[src/hdl/hfd_pkg.sv]
// Shared types and constants for the hex-float to binary64 converter.
package hfd_pkg;

	localparam int FRAC_W = 56;
	localparam int LZC_W = 6;
	localparam logic [63:0] QNAN_BITS = 64'h7FF8_0000_0000_0000;
	localparam logic [6:0] EXP_DOT = 7'h2E;
	localparam logic [6:0] EXP_UNDER = 7'h5F;
	localparam logic [6:0] EXP_A = 7'h41;
	localparam logic [6:0] EXP_Z = 7'h5A;
	// Binary64 exponent for leading one at fraction bit p: p + 4*(ex-64) - 56 + 1023.
	localparam logic [10:0] EXP_OFFSET = 11'd711;

	typedef struct packed {
		logic             sign;
		logic [6:0]       ex7;
		logic [FRAC_W-1:0] frac;
		logic             missing;
		logic             zero;
	} s1_t;

	typedef struct packed {
		logic             sign;
		logic [10:0]      bexp;
		logic [FRAC_W-1:0] norm;
		logic             missing;
		logic             zero;
	} s2_t;

endpackage

[src/hdl/hfd_norm.sv]
// Normalization stage: leading-zero count and left shift of the fraction.
module hfd_norm (
	input  hfd_pkg::s1_t in_s,
	output hfd_pkg::s2_t out_s
);

	logic [hfd_pkg::LZC_W-1:0] lz;
	logic [hfd_pkg::LZC_W-1:0] p;

	always_comb begin
		lz = '0;
		for (int i = 0; i < hfd_pkg::FRAC_W; i++) begin
			if (in_s.frac[i]) begin
				lz = hfd_pkg::LZC_W'(hfd_pkg::FRAC_W - 1 - i);
			end
		end
		p = hfd_pkg::LZC_W'(hfd_pkg::FRAC_W - 1) - lz;
		out_s.sign = in_s.sign;
		out_s.missing = in_s.missing;
		out_s.zero = in_s.zero;
		out_s.norm = in_s.frac << lz;
		out_s.bexp = hfd_pkg::EXP_OFFSET + {4'd0, in_s.ex7} * 11'd4 + {5'd0, p};
	end

endmodule

[src/hdl/hfd_round.sv]
// Rounding stage: 56 to 53 bits, nearest even, and final packing.
module hfd_round (
	input  hfd_pkg::s2_t in_s,
	output logic [63:0] bits,
	output logic        missing
);

	logic [53:0] m;
	logic        g;
	logic        rs;
	logic        up;
	logic [10:0] e;

	always_comb begin
		g = in_s.norm[2];
		rs = |in_s.norm[1:0];
		up = g && (rs || in_s.norm[3]);
		m = {1'b0, in_s.norm[55:3]} + {53'd0, up};
		e = in_s.bexp;
		if (m[53]) begin
			e = e + 11'd1;
		end
		missing = in_s.missing;
		if (in_s.missing) begin
			bits = hfd_pkg::QNAN_BITS;
		end else if (in_s.zero) begin
			bits = {in_s.sign, 63'd0};
		end else begin
			// On carry-out the mantissa field is all zero either way.
			bits = {in_s.sign, e, m[53] ? 52'd0 : m[51:0]};
		end
	end

endmodule

[src/hdl/ibm_hex_float_to_ieee_double.sv]
// Top level of the hex-float to binary64 converter pipeline.
// Usage: present a 64-bit hex-float word on ibm_word with in_valid; it is
// taken when in_valid and in_ready are both high. The converted binary64
// pattern appears on ieee_bits with is_missing and out_valid, and is taken
// when out_valid and out_ready are both high.
// Pipeline: three register stages (decode, normalize, round and pack).
// A result passes through the decode, normalize and round-and-pack
// registers in order. Throughput is one transaction per cycle while the
// receiver does not stall, set by the fully pipelined datapath.
// When the receiver stalls, the pipeline advances only into empty stages;
// in_ready is low only when all stages hold data and the output is held.
// No transaction is lost or repeated.
// Reset clears all stage valid bits; the pipeline starts empty.
module ibm_hex_float_to_ieee_double (
	input  logic        clk,
	input  logic        arst_n,
	input  logic        in_valid,
	output logic        in_ready,
	input  logic [63:0] ibm_word,
	output logic        out_valid,
	input  logic        out_ready,
	output logic [63:0] ieee_bits,
	output logic        is_missing
);

	logic v_s1, v_s2, v_s3;
	logic adv1, adv2, adv3;
	hfd_pkg::s1_t d_s1, dec;
	hfd_pkg::s2_t d_s2, nrm;
	logic [63:0] bits_c;
	logic        miss_c;
	logic [6:0]  ex;

	assign adv3 = !v_s3 || out_ready;
	assign adv2 = !v_s2 || adv3;
	assign adv1 = !v_s1 || adv2;
	assign in_ready = adv1;

	always_comb begin
		ex = ibm_word[62:56];
		dec.sign = ibm_word[63];
		dec.ex7 = ex;
		dec.frac = ibm_word[55:0];
		dec.zero = ~|ibm_word[55:0];
		dec.missing = dec.zero && (ex == hfd_pkg::EXP_DOT || ex == hfd_pkg::EXP_UNDER
			|| (ex >= hfd_pkg::EXP_A && ex <= hfd_pkg::EXP_Z));
	end

	hfd_norm u_norm (.in_s(d_s1), .out_s(nrm));
	hfd_round u_round (.in_s(d_s2), .bits(bits_c), .missing(miss_c));

	always_ff @(posedge clk or negedge arst_n) begin
		if (!arst_n) begin
			v_s1 <= 1'b0;
			v_s2 <= 1'b0;
			v_s3 <= 1'b0;
		end else begin
			if (adv1) v_s1 <= in_valid;
			if (adv2) v_s2 <= v_s1;
			if (adv3) v_s3 <= v_s2;
		end
	end

	always_ff @(posedge clk) begin
		if (adv1) d_s1 <= dec;
		if (adv2) d_s2 <= nrm;
		if (adv3) begin
			ieee_bits <= bits_c;
			is_missing <= miss_c;
		end
	end

	assign out_valid = v_s3;

endmodule

[config.mk]
export PLATFORM = sky130hd
export DESIGN_NAME = ibm_hex_float_to_ieee_double
export DESIGN_NICKNAME = d
export VERILOG_FILES = /design/src/hdl/hfd_pkg.sv /design/src/hdl/hfd_norm.sv /design/src/hdl/hfd_round.sv /design/src/hdl/ibm_hex_float_to_ieee_double.sv
export SDC_FILE = /design/constraint.sdc
export NUM_CORES = 1
export LEC_CHECK = 0
export BUFFER_PORTS_ARGS = -buffer_cell sky130_fd_sc_hd__buf_2
export CORE_ASPECT_RATIO = 1.5
export CORE_MARGIN = 3
export CORE_UTILIZATION = 60
export DETAILED_ROUTE_END_ITERATION = 6
export PLACE_DENSITY = 0.81
export SYNTH_ARGS = -nofsm -noshare
export SYNTH_HDL_FRONTEND = slang
export SYNTH_SLANG_ARGS = --single-unit
[constraint.sdc]
create_clock -name clk -period 5.7 [get_ports clk]
set_clock_uncertainty 0.15 [all_clocks]
set_input_delay 1.14 -clock clk [delete_from_list [all_inputs] [get_ports clk]]
set_output_delay 1.14 -clock clk [all_outputs]
set_load 0.005 [all_outputs]
==> results of run 1 <==
==> flip-flops by register name (all words and copies together) (netlist names) <==
register	cells
out_valid	1
is_missing	1
v_s1	1
v_s2	1
d_s2	70
d_s1	66
ieee_bits	64
==> cell type report <==
cell class	instances	area (sq um)	share of cell area, %
timing repair buffer	149	783	5.57
inverter	38	148	1.05
clock inverter	12	145	1.03
sequential	204	6110	43.4
multi-input combinational	864	6070	43.1
tap	264	330	2.35
clock buffer	21	483	3.43
==> layer usage <==
layer  part of all wire (%)  global-route usage [%]
met4                    5.5                    15.3
met1                     37                    34.1
met3                    4.8                    3.34
met5                      0                       0
met2                     52                    55.5
==> critical path, cell delays in order (launching register included) <==
cell	delay, ns
edfxtp_1	0.52
nor4_1	0.63
nand2_1	0.21
a211oi_1	0.53
a21oi_4	0.13
inv_4	0.44
mux2i_1	0.45
mux2i_1	0.27
mux2i_1	0.54
nand2_1	0.11
o211a_1	0.17
o311a_1	0.33
==> cell families (layout without fill, tap and decap cells) <==
logic type | Yosys count | in the layout | share of synthesized area [%]
muxes | 156 | 156 | 13.7
xor gates and xnor gates | 58 | 58 | 4.03
AOI/OAI and AO/OA | 232 | 232 | 12.8
DFF | 204 | 204 | 48.5
adders and majority gates | 17 | 17 | 1.75
buffers and inverters | 94 | 220 | 3.55
and+or+nand+nor | 401 | 401 | 15.7
==> report_power, final <==
group | leakage (nW) | switching, mW | internal (mW)
Sequential | 2.10 | 0.185 | 1.96
Clock | 0.310 | 0.542 | 0.754
Combinational | 3.35 | 0.646 | 0.441
Total | 5.75 | 1.37 | 3.16
==> synth_stat cells (6+ instances only) <==
library cell  number
a211oi_1          15
or3_1             15
o21ai_1           11
nand4_1           14
o22ai_1            8
nand2_1           85
ha_1              16
mux2_2            18
o21bai_1           7
nor3_1            18
xor2_1            36
a21o_1            19
and3_1            21
inv_1             33
mux4_2            10
nor2b_1           10
buf_2             15
and2_1            17
mux2i_1          124
a22oi_1           11
nand2b_1          11
a21oi_1           44
or4_1              9
nand3_1           30
nor2_1           126
o2bb2ai_1          7
xnor2_1           22
and4_1             6
o21ai_0           32
edfxtp_1         201
nor4_1            27
o211ai_1          13
clkbuf_1          25
==> stage by stage <==
stage / hold WS [ns] / instances / setup slack [ns] / util (%)
final: 0.267 / 1552 / 0.965 / 68.6
after global routing: 0.275 / 1552 / 0.732 / 68.6
after CTS: 0.269 / 1552 / 1.03 / 68.6
after detailed placement: 0.255 / 1519 / 1.08 / 65.6
after global placement: 0.253 / 1519 / 1.08 / 65.6
after floorplan: 0.250 / 1162 / 1.31 / -
==> path summary, 6_finish.rpt <==
check / to / slack, ns / cells after the start
min in group asynchronous: v_s1 / 0.28 / 1
max in group asynchronous: out_valid / 5.01 / 1
hold reg to reg: d_s2[1] / 0.27 / 0
setup reg to reg: d_s2[54] / 0.97 / 11
hold / removal: d_s2[1] / 0.27 / 0
setup / recovery: d_s2[54] / 0.97 / 11
==> results.ini, run 1 <==
[outcome]
status=finished, final reports clean

[global_route]
grt_use_total_pct=29.9
grt_pass1_wl_mm=53.8
antenna_found_initial=0
grt_pass1_vias=9685
grt_max_degree=71
grt_overflow=0

[cells_and_area]
syn_to_final_growth_pct=11.7
final_common_cell=edfxtp_1
num-fill-cells=1546
layout_common_cells=edfxtp_1, buf_2, nor2_1
diodes=0
drive_gt1_share_pct=17.5
final_cell_area_sq_um=14100
num-nets-final=1361

[timing]
hold_violations=0
rsz0062_at_grt=false
final-setup-viol-count=0
period_share_pct=83.1
max_freq_mhz=211
worst_pin_slew_ns=0.899
maxSlewHeadroom_pct=40.0
slew_violations=0
finalSetupTns_ns=0
post-route-min-period_ns=4.73

[hold_path]
hold_path_class=reg -> reg
worstHoldStart=d_s1[1]

[yosys]
syn_avg_cell_area_sq_um=10.8
synth_warnings=0
yosysUniqueCellTypes=81
yosysTopAreaCell=edfxtp_1
ys.flop_type=edfxtp_1
netlist_top_cells_area=edfxtp_1, mux2i_1, nor2_1, nand2_1, xor2_1
synth_edf_count=201
syn_inst=1162
synth.yosys.seq_area_share_pct=48.5
ys_seq_elements=204
synth.cell_area_sq_um=12600
synth_top_area_share_pct=47.9
async_flop_share_pct=1.47
syn_nets=1247

[clock_network]
hold_buffers=0
clkTransAtPathRegs_ns=0.07
cts_htree_levels=1
cts_root_buffer=clkbuf_16
numCtsBuffers=19
post-cts-setup-buffers=0
cts_buffer_depth=3
clk_latency_ns=0.49
cts_resized=0
cts_tree=done
clock-sinks=204

[placement]
routabilityCongestion=1.05
io_buffers=134
dp_hpwl_mm=26.4
dpl-instance-area_sq_um=13400

[pwr]
vdd_drop_max_mv=0.263
powerDensity_nw_per_um2=322
p_leak_nw=5.75
p_total_mw=4.53

[worst_setup_path]
worstReg2RegStart=d_s1[47]
path_class=reg -> reg
critPathLaunch=d_s1[47]
path_max_fanout=42
cp-start-kind=flop
crit_required_ns=5.78
endpoint_kind=flop
worstPathArrival_ns=4.82

[routing]
antenna_left=0
vias_per_cell=6.34
routed_wl_mm=34.9
vias=9845
drt_first_pass_iters=5
drtIter0Drc=742
wire_per_inst_um=22.5
drc=0

[die]
dieArea_sq_um=22800
coreArea_sq_um=20500
initial_core_util_pct=61.5
die_y_um=183
die_x_um=124
ioPinCount=135
rows=64

[flow_run]
maxCapViolations=0

No activity file was read; power rests on OpenSTA's default activity.
==> run 2, diff against run 1 <==
clock period = 4.75 ns   (was 5.7 ns; I/O delays follow)
==> results.ini, run 2 (same netlist as run 1, synthesis figures left out) <==
[outcome]
status=finished, final reports clean

[cells_and_area]
largest_reg_flops=70
layout_common_cells=edfxtp_1, buf_2, nor2_1
syn_to_final_growth_pct=12.9
diodes=0
final-seq-area_sq_um=6110
final_cell_area_sq_um=14200
num-fill-cells=1503
top_register=d_s2
multi_input_area_sq_um=6070
top_regs=d_s2 x70, d_s1 x66, ieee_bits x64
drive_gt1_share_pct=18.7
num-nets-final=1385
final_common_cell=edfxtp_1

[pwr]
p_leak_nw=5.85
powerDensity_nw_per_um2=380
vdd_drop_max_mv=0.354

[placement]
dp_hpwl_mm=27.6
io_buffers=134
routabilityCongestion=0.990
dpl-instance-area_sq_um=13600

[worst_setup_path]
worstPathArrival_ns=4.48
critPathTopFamily=compound AO/OA/AOI/OAI gates
path_class=reg -> reg
cp-start-kind=flop
cp_slowest_cell=a2111oi_0
path_common_cell=buf_4
path_buf_inv=3
slowest_delay_ns=0.57
crit_required_ns=4.83
crit_chain=or3_1 -> a221o_1 -> a21oi_2 -> o311a_2 -> nor2_2 -> nor2_8 -> inv_4 -> buf_4 -> buf_4 -> a22oi_1 -> mux2i_1 -> a2111oi_0 -> o21ai_1 -> o311a_1
endpoint_kind=flop
path_max_fanout=39

[global_route]
grt_overflow=0
grt_use_total_pct=30.9
grt_pass1_wl_mm=55.8
antenna_found_initial=0
grt_pass1_vias=10003
grt_max_degree=70

[die]
die_y_um=183
die_x_um=124
rows=64
initial_core_util_pct=61.5
dieArea_sq_um=22800
ioPinCount=135
coreArea_sq_um=20500

[timing]
slew_violations=0
worst_pin_slew_ns=0.879
max_freq_mhz=228
period_share_pct=92.5
finalSetupTns_ns=0
rsz0062_at_grt=false
hold_violations=0
maxSlewHeadroom_pct=40.9
post-route-min-period_ns=4.39
final-setup-viol-count=0

[flow_run]
maxCapViolations=0

[clock_network]
cts_root_buffer=clkbuf_16
numCtsBuffers=19
clock-sinks=204
cts_buffer_depth=3
clkTransAtPathRegs_ns=0.07
post-cts-setup-buffers=0
clk_latency_ns=0.50
cts_tree=done
cts_htree_levels=1

[routing]
drt_first_pass_iters=6
drc=0
wire_per_inst_um=22.8
drtIter0Drc=796
routed_wl_mm=35.9
antenna_left=0
vias=10040
vias_per_cell=6.38

[hold_path]
hold_path_class=in -> async

[run 2: area by class of cell]
cell class	count	share of cell area, %
Inverter	38	1.04
Clock inverter	5	0.572
Tap cell	264	2.32
Multi-Input combinational cell	864	42.6
Sequential cell	204	43.0
Timing Repair Buffer	173	6.95
Clock buffer	25	3.50
[run 2: through the flow]
| stage | util, % | worst slack, ns | hold WS (ns) | std cells | total power [mW] |
|---|---|---|---|---|---|
| 5_1_grt | 69.4 | 0.144 | 0.0757 | 1573 | 5.64 |
| 4_1_cts | 69.3 | 0.320 | 0.0731 | 1573 | 5.41 |
| 3_3_place_gp | 66.5 | 0.403 | 0.254 | 1543 | 3.90 |
| 3_5_place_dp | 66.5 | 0.363 | 0.261 | 1543 | 3.94 |
| 6_report | 69.4 | 0.357 | 0.0822 | 1573 | 5.41 |
| 2_1_floorplan | - | 0.562 | 0.250 | 1162 | 3.42 |
[run 2: worst paths after layout]
| path | slack, ns | endpoint | startpoint | cells past startpoint |
|---|---|---|---|---|
| worst max-delay path | 0.36 | d_s2[54] | d_s1[17] | 14 |
| worst max register to register | 0.36 | d_s2[54] | d_s1[17] | 14 |
| max in group asynchronous | 4.26 | v_s2 | arst_n | 1 |
| worst min register to register | 0.28 | d_s2[1] | d_s1[1] | 0 |
| min in group clk | 0.28 | d_s2[1] | d_s1[1] | 0 |
| worst min-delay path | 0.08 | v_s1 | arst_n | 1 |
[run 2: layer usage]
metal,vias to the layer above,part of all wire (%),global-route usage (%)
met3,95,5.3,2.85
li1,4699,-,-
met1,4814,36,34.9
met4,0,4.6,13.2
met5,-,0,0
met2,432,54,59.3
[run 2: timing repair]
item,4_1_cts,5_1_grt
hold buffers,0,0
resized for setup,0,1
setup endpoints to repair,0,1
[run 2: report_power, final]
group	switching [mW]	internal (mW)
Clock	0.622	0.844
Combinational	0.795	0.561
Sequential	0.228	2.36
Total	1.64	3.76
==> run 3, diff against run 2 <==
CAP_MARGIN = 20   (was default)
SYNTH_HIERARCHICAL = 1   (was default)
==> results.ini, run 3 <==
[die]
die_x_um=125
coreArea_sq_um=20600
dieArea_sq_um=23000
initial_core_util_pct=61.7
ioPinCount=135
rows=64
die_y_um=184

[hold_path]
hold_path_class=in -> async

[cells_and_area]
layout_common_cells=edfxtp_1, buf_2, mux2i_1
finish.utilization_pct=69.0
multi_input_area_sq_um=6090
num-fill-cells=1573
num-nets-final=1421
diodes=0
drive_gt1_share_pct=18.0
final-seq-area_sq_um=6110
final_common_cell=edfxtp_1
top_register=d_s2
syn_to_final_growth_pct=11.8
top_regs=d_s2 x70, d_s1 x66, ieee_bits x64
largest_reg_flops=70

[worst_setup_path]
slowest_delay_ns=0.60
path_class=reg -> reg
cp-start-kind=flop
path_buf_inv=3
endpoint_kind=flop
path_max_fanout=24
crit_chain=or4_1 -> o211ai_1 -> a31o_1 -> nand2b_4 -> inv_8 -> buf_4 -> buf_4 -> mux2i_1 -> o21ai_0 -> o21ai_0 -> o211ai_1 -> o2bb2ai_1
critPathTopFamily=compound AO/OA/AOI/OAI gates
worstPathArrival_ns=4.37
crit_required_ns=4.81
r2r_slack_ns=0.44
cp_slowest_cell=or4_1

[clock_network]
post-cts-setup-buffers=0
numCtsBuffers=20
clock-sinks=204
cts_tree=done
cts_resized=0
hold_buffers=0
cts_buffer_depth=3
clk_latency_ns=0.50
clkTransAtPathRegs_ns=0.06
cts_root_buffer=clkbuf_16
cts_htree_levels=1

[routing]
routed_wl_mm=34.0
vias_per_cell=6.41
antenna_left=0
wire_per_inst_um=21.1
vias=10322
drt_first_pass_iters=5
drtIter0Drc=1261
drc=0

[timing]
post-route-min-period_ns=4.31
finalSetupTns_ns=0
worst_pin_slew_ns=0.853
period_share_pct=90.8
slew_violations=0
hold_violations=0
rsz0062_at_grt=false
maxSlewHeadroom_pct=43.1
max_freq_mhz=232
final-setup-viol-count=0
fin_ws_ns=0.436

[yosys]
syn_avg_cell_area_sq_um=10.4
synth_top_area_share_pct=47.5
async_flop_share_pct=1.47
synth_most_common_cell=edfxtp_1
synth.yosys.seq_area_share_pct=48.1
syn_inst=1220
syn_nets=1304
synth.cell_area_sq_um=12700
yosysUniqueCellTypes=92
synth_warnings=6
synth_edf_count=201
yosys-top-cells-count=edfxtp_1, mux2i_1, nand2_1
netlist_top_cells_area=edfxtp_1, mux2i_1, nand2_1, nor2_1, a21oi_1
yosysTopAreaCell=edfxtp_1
ys_seq_elements=204
ys.flop_type=edfxtp_1

[pwr]
powerDensity_nw_per_um2=381
vdd_drop_max_mv=0.314
p_leak_nw=5.63

[placement]
routabilityCongestion=1.00
io_buffers=134
dp_hpwl_mm=25.8
pre_cts_ws_ns=0.571

[global_route]
antenna_found_initial=0
grt_use_total_pct=28.8
grt_overflow=0
grt_pass1_wl_mm=53.2
grt_pass1_vias=10039
grt_max_degree=71

[outcome]
status=finished, final reports clean

[flow_run]
maxCapViolations=0

[run 3: changes by cell type after synthesis, sizes merged, moves of 13 or more]
cell	change
nor2	-20
nor4	+13
a21oi	+18
a21o	-18
nand3	+22
nand2	+35
xor2	-19
nand4	+19
[run 3: cell families after synthesis]
logic type	after synthesis	share of synthesized area, %
xor gates and xnor gates	41	2.83
muxes	143	11.6
DFF	204	48.1
and+or+nand+nor	477	19.3
adders and majority gates	16	1.63
buffers and inverters	104	4.19
AOI/OAI and AO/OA	235	12.3
[run 3: path summary, 6_finish.rpt]
| check | cells past startpoint | start | end |
|---|---|---|---|
| worst max register to register | 12 | d_s1[9] | d_s2[50] |
| min in group clk | 0 | d_s1[1] | d_s2[1] |
| worst max-delay path | 12 | d_s1[9] | d_s2[50] |
| worst min-delay path | 1 | arst_n | v_s2 |
| max in group asynchronous | 1 | arst_n | v_s1 |
| worst min register to register | 0 | d_s1[1] | d_s2[1] |
[run 3: per-layer routing]
metal	global-route usage, %	vias up	share of wire, %
li1	-	4890	-
met4	15.8	0	6.3
met3	3.28	125	5.7
met5	0	-	0
met1	31.7	4795	36
met2	54.1	512	52
[run 3: layout make-up]
type / instances / share of cell area [%]
flip-flops and latches: 204 / 43.0
repair buffers: 163 / 6.43
multi-input cells: 912 / 42.9
clock buffers: 23 / 3.75
inverters: 36 / 1.00
clock inverters: 9 / 0.581
well taps: 264 / 2.32
[run 3: worst register-to-register path: cells and delay by family (launching register included)]
kind | cells | cell delay, ns
compound gates | 6 | 1.69
buf+inv | 3 | 0.67
flops | 1 | 0.45
mux | 1 | 0.25
simple gates | 2 | 0.82
[run 3: stage by stage]
stage                     cell area (sq um)  std cells  power [mW]  hold WS (ns)
final                                 14200       1611        5.41        0.0931
after CTS                             14200       1610        5.40        0.0852
after floorplan                       12700       1220        3.43         0.285
after global routing                  14200       1611        5.67        0.0827
after global placement                13600       1578        3.87         0.251
after detailed placement              13600       1578        3.90         0.260
[run 3: where the power goes]
group | switching (mW) | leakage [nW] | internal, mW
sequential | 0.253 | 2.09 | 2.36
combinational | 0.772 | 3.25 | 0.520
clock | 0.644 | 0.290 | 0.858
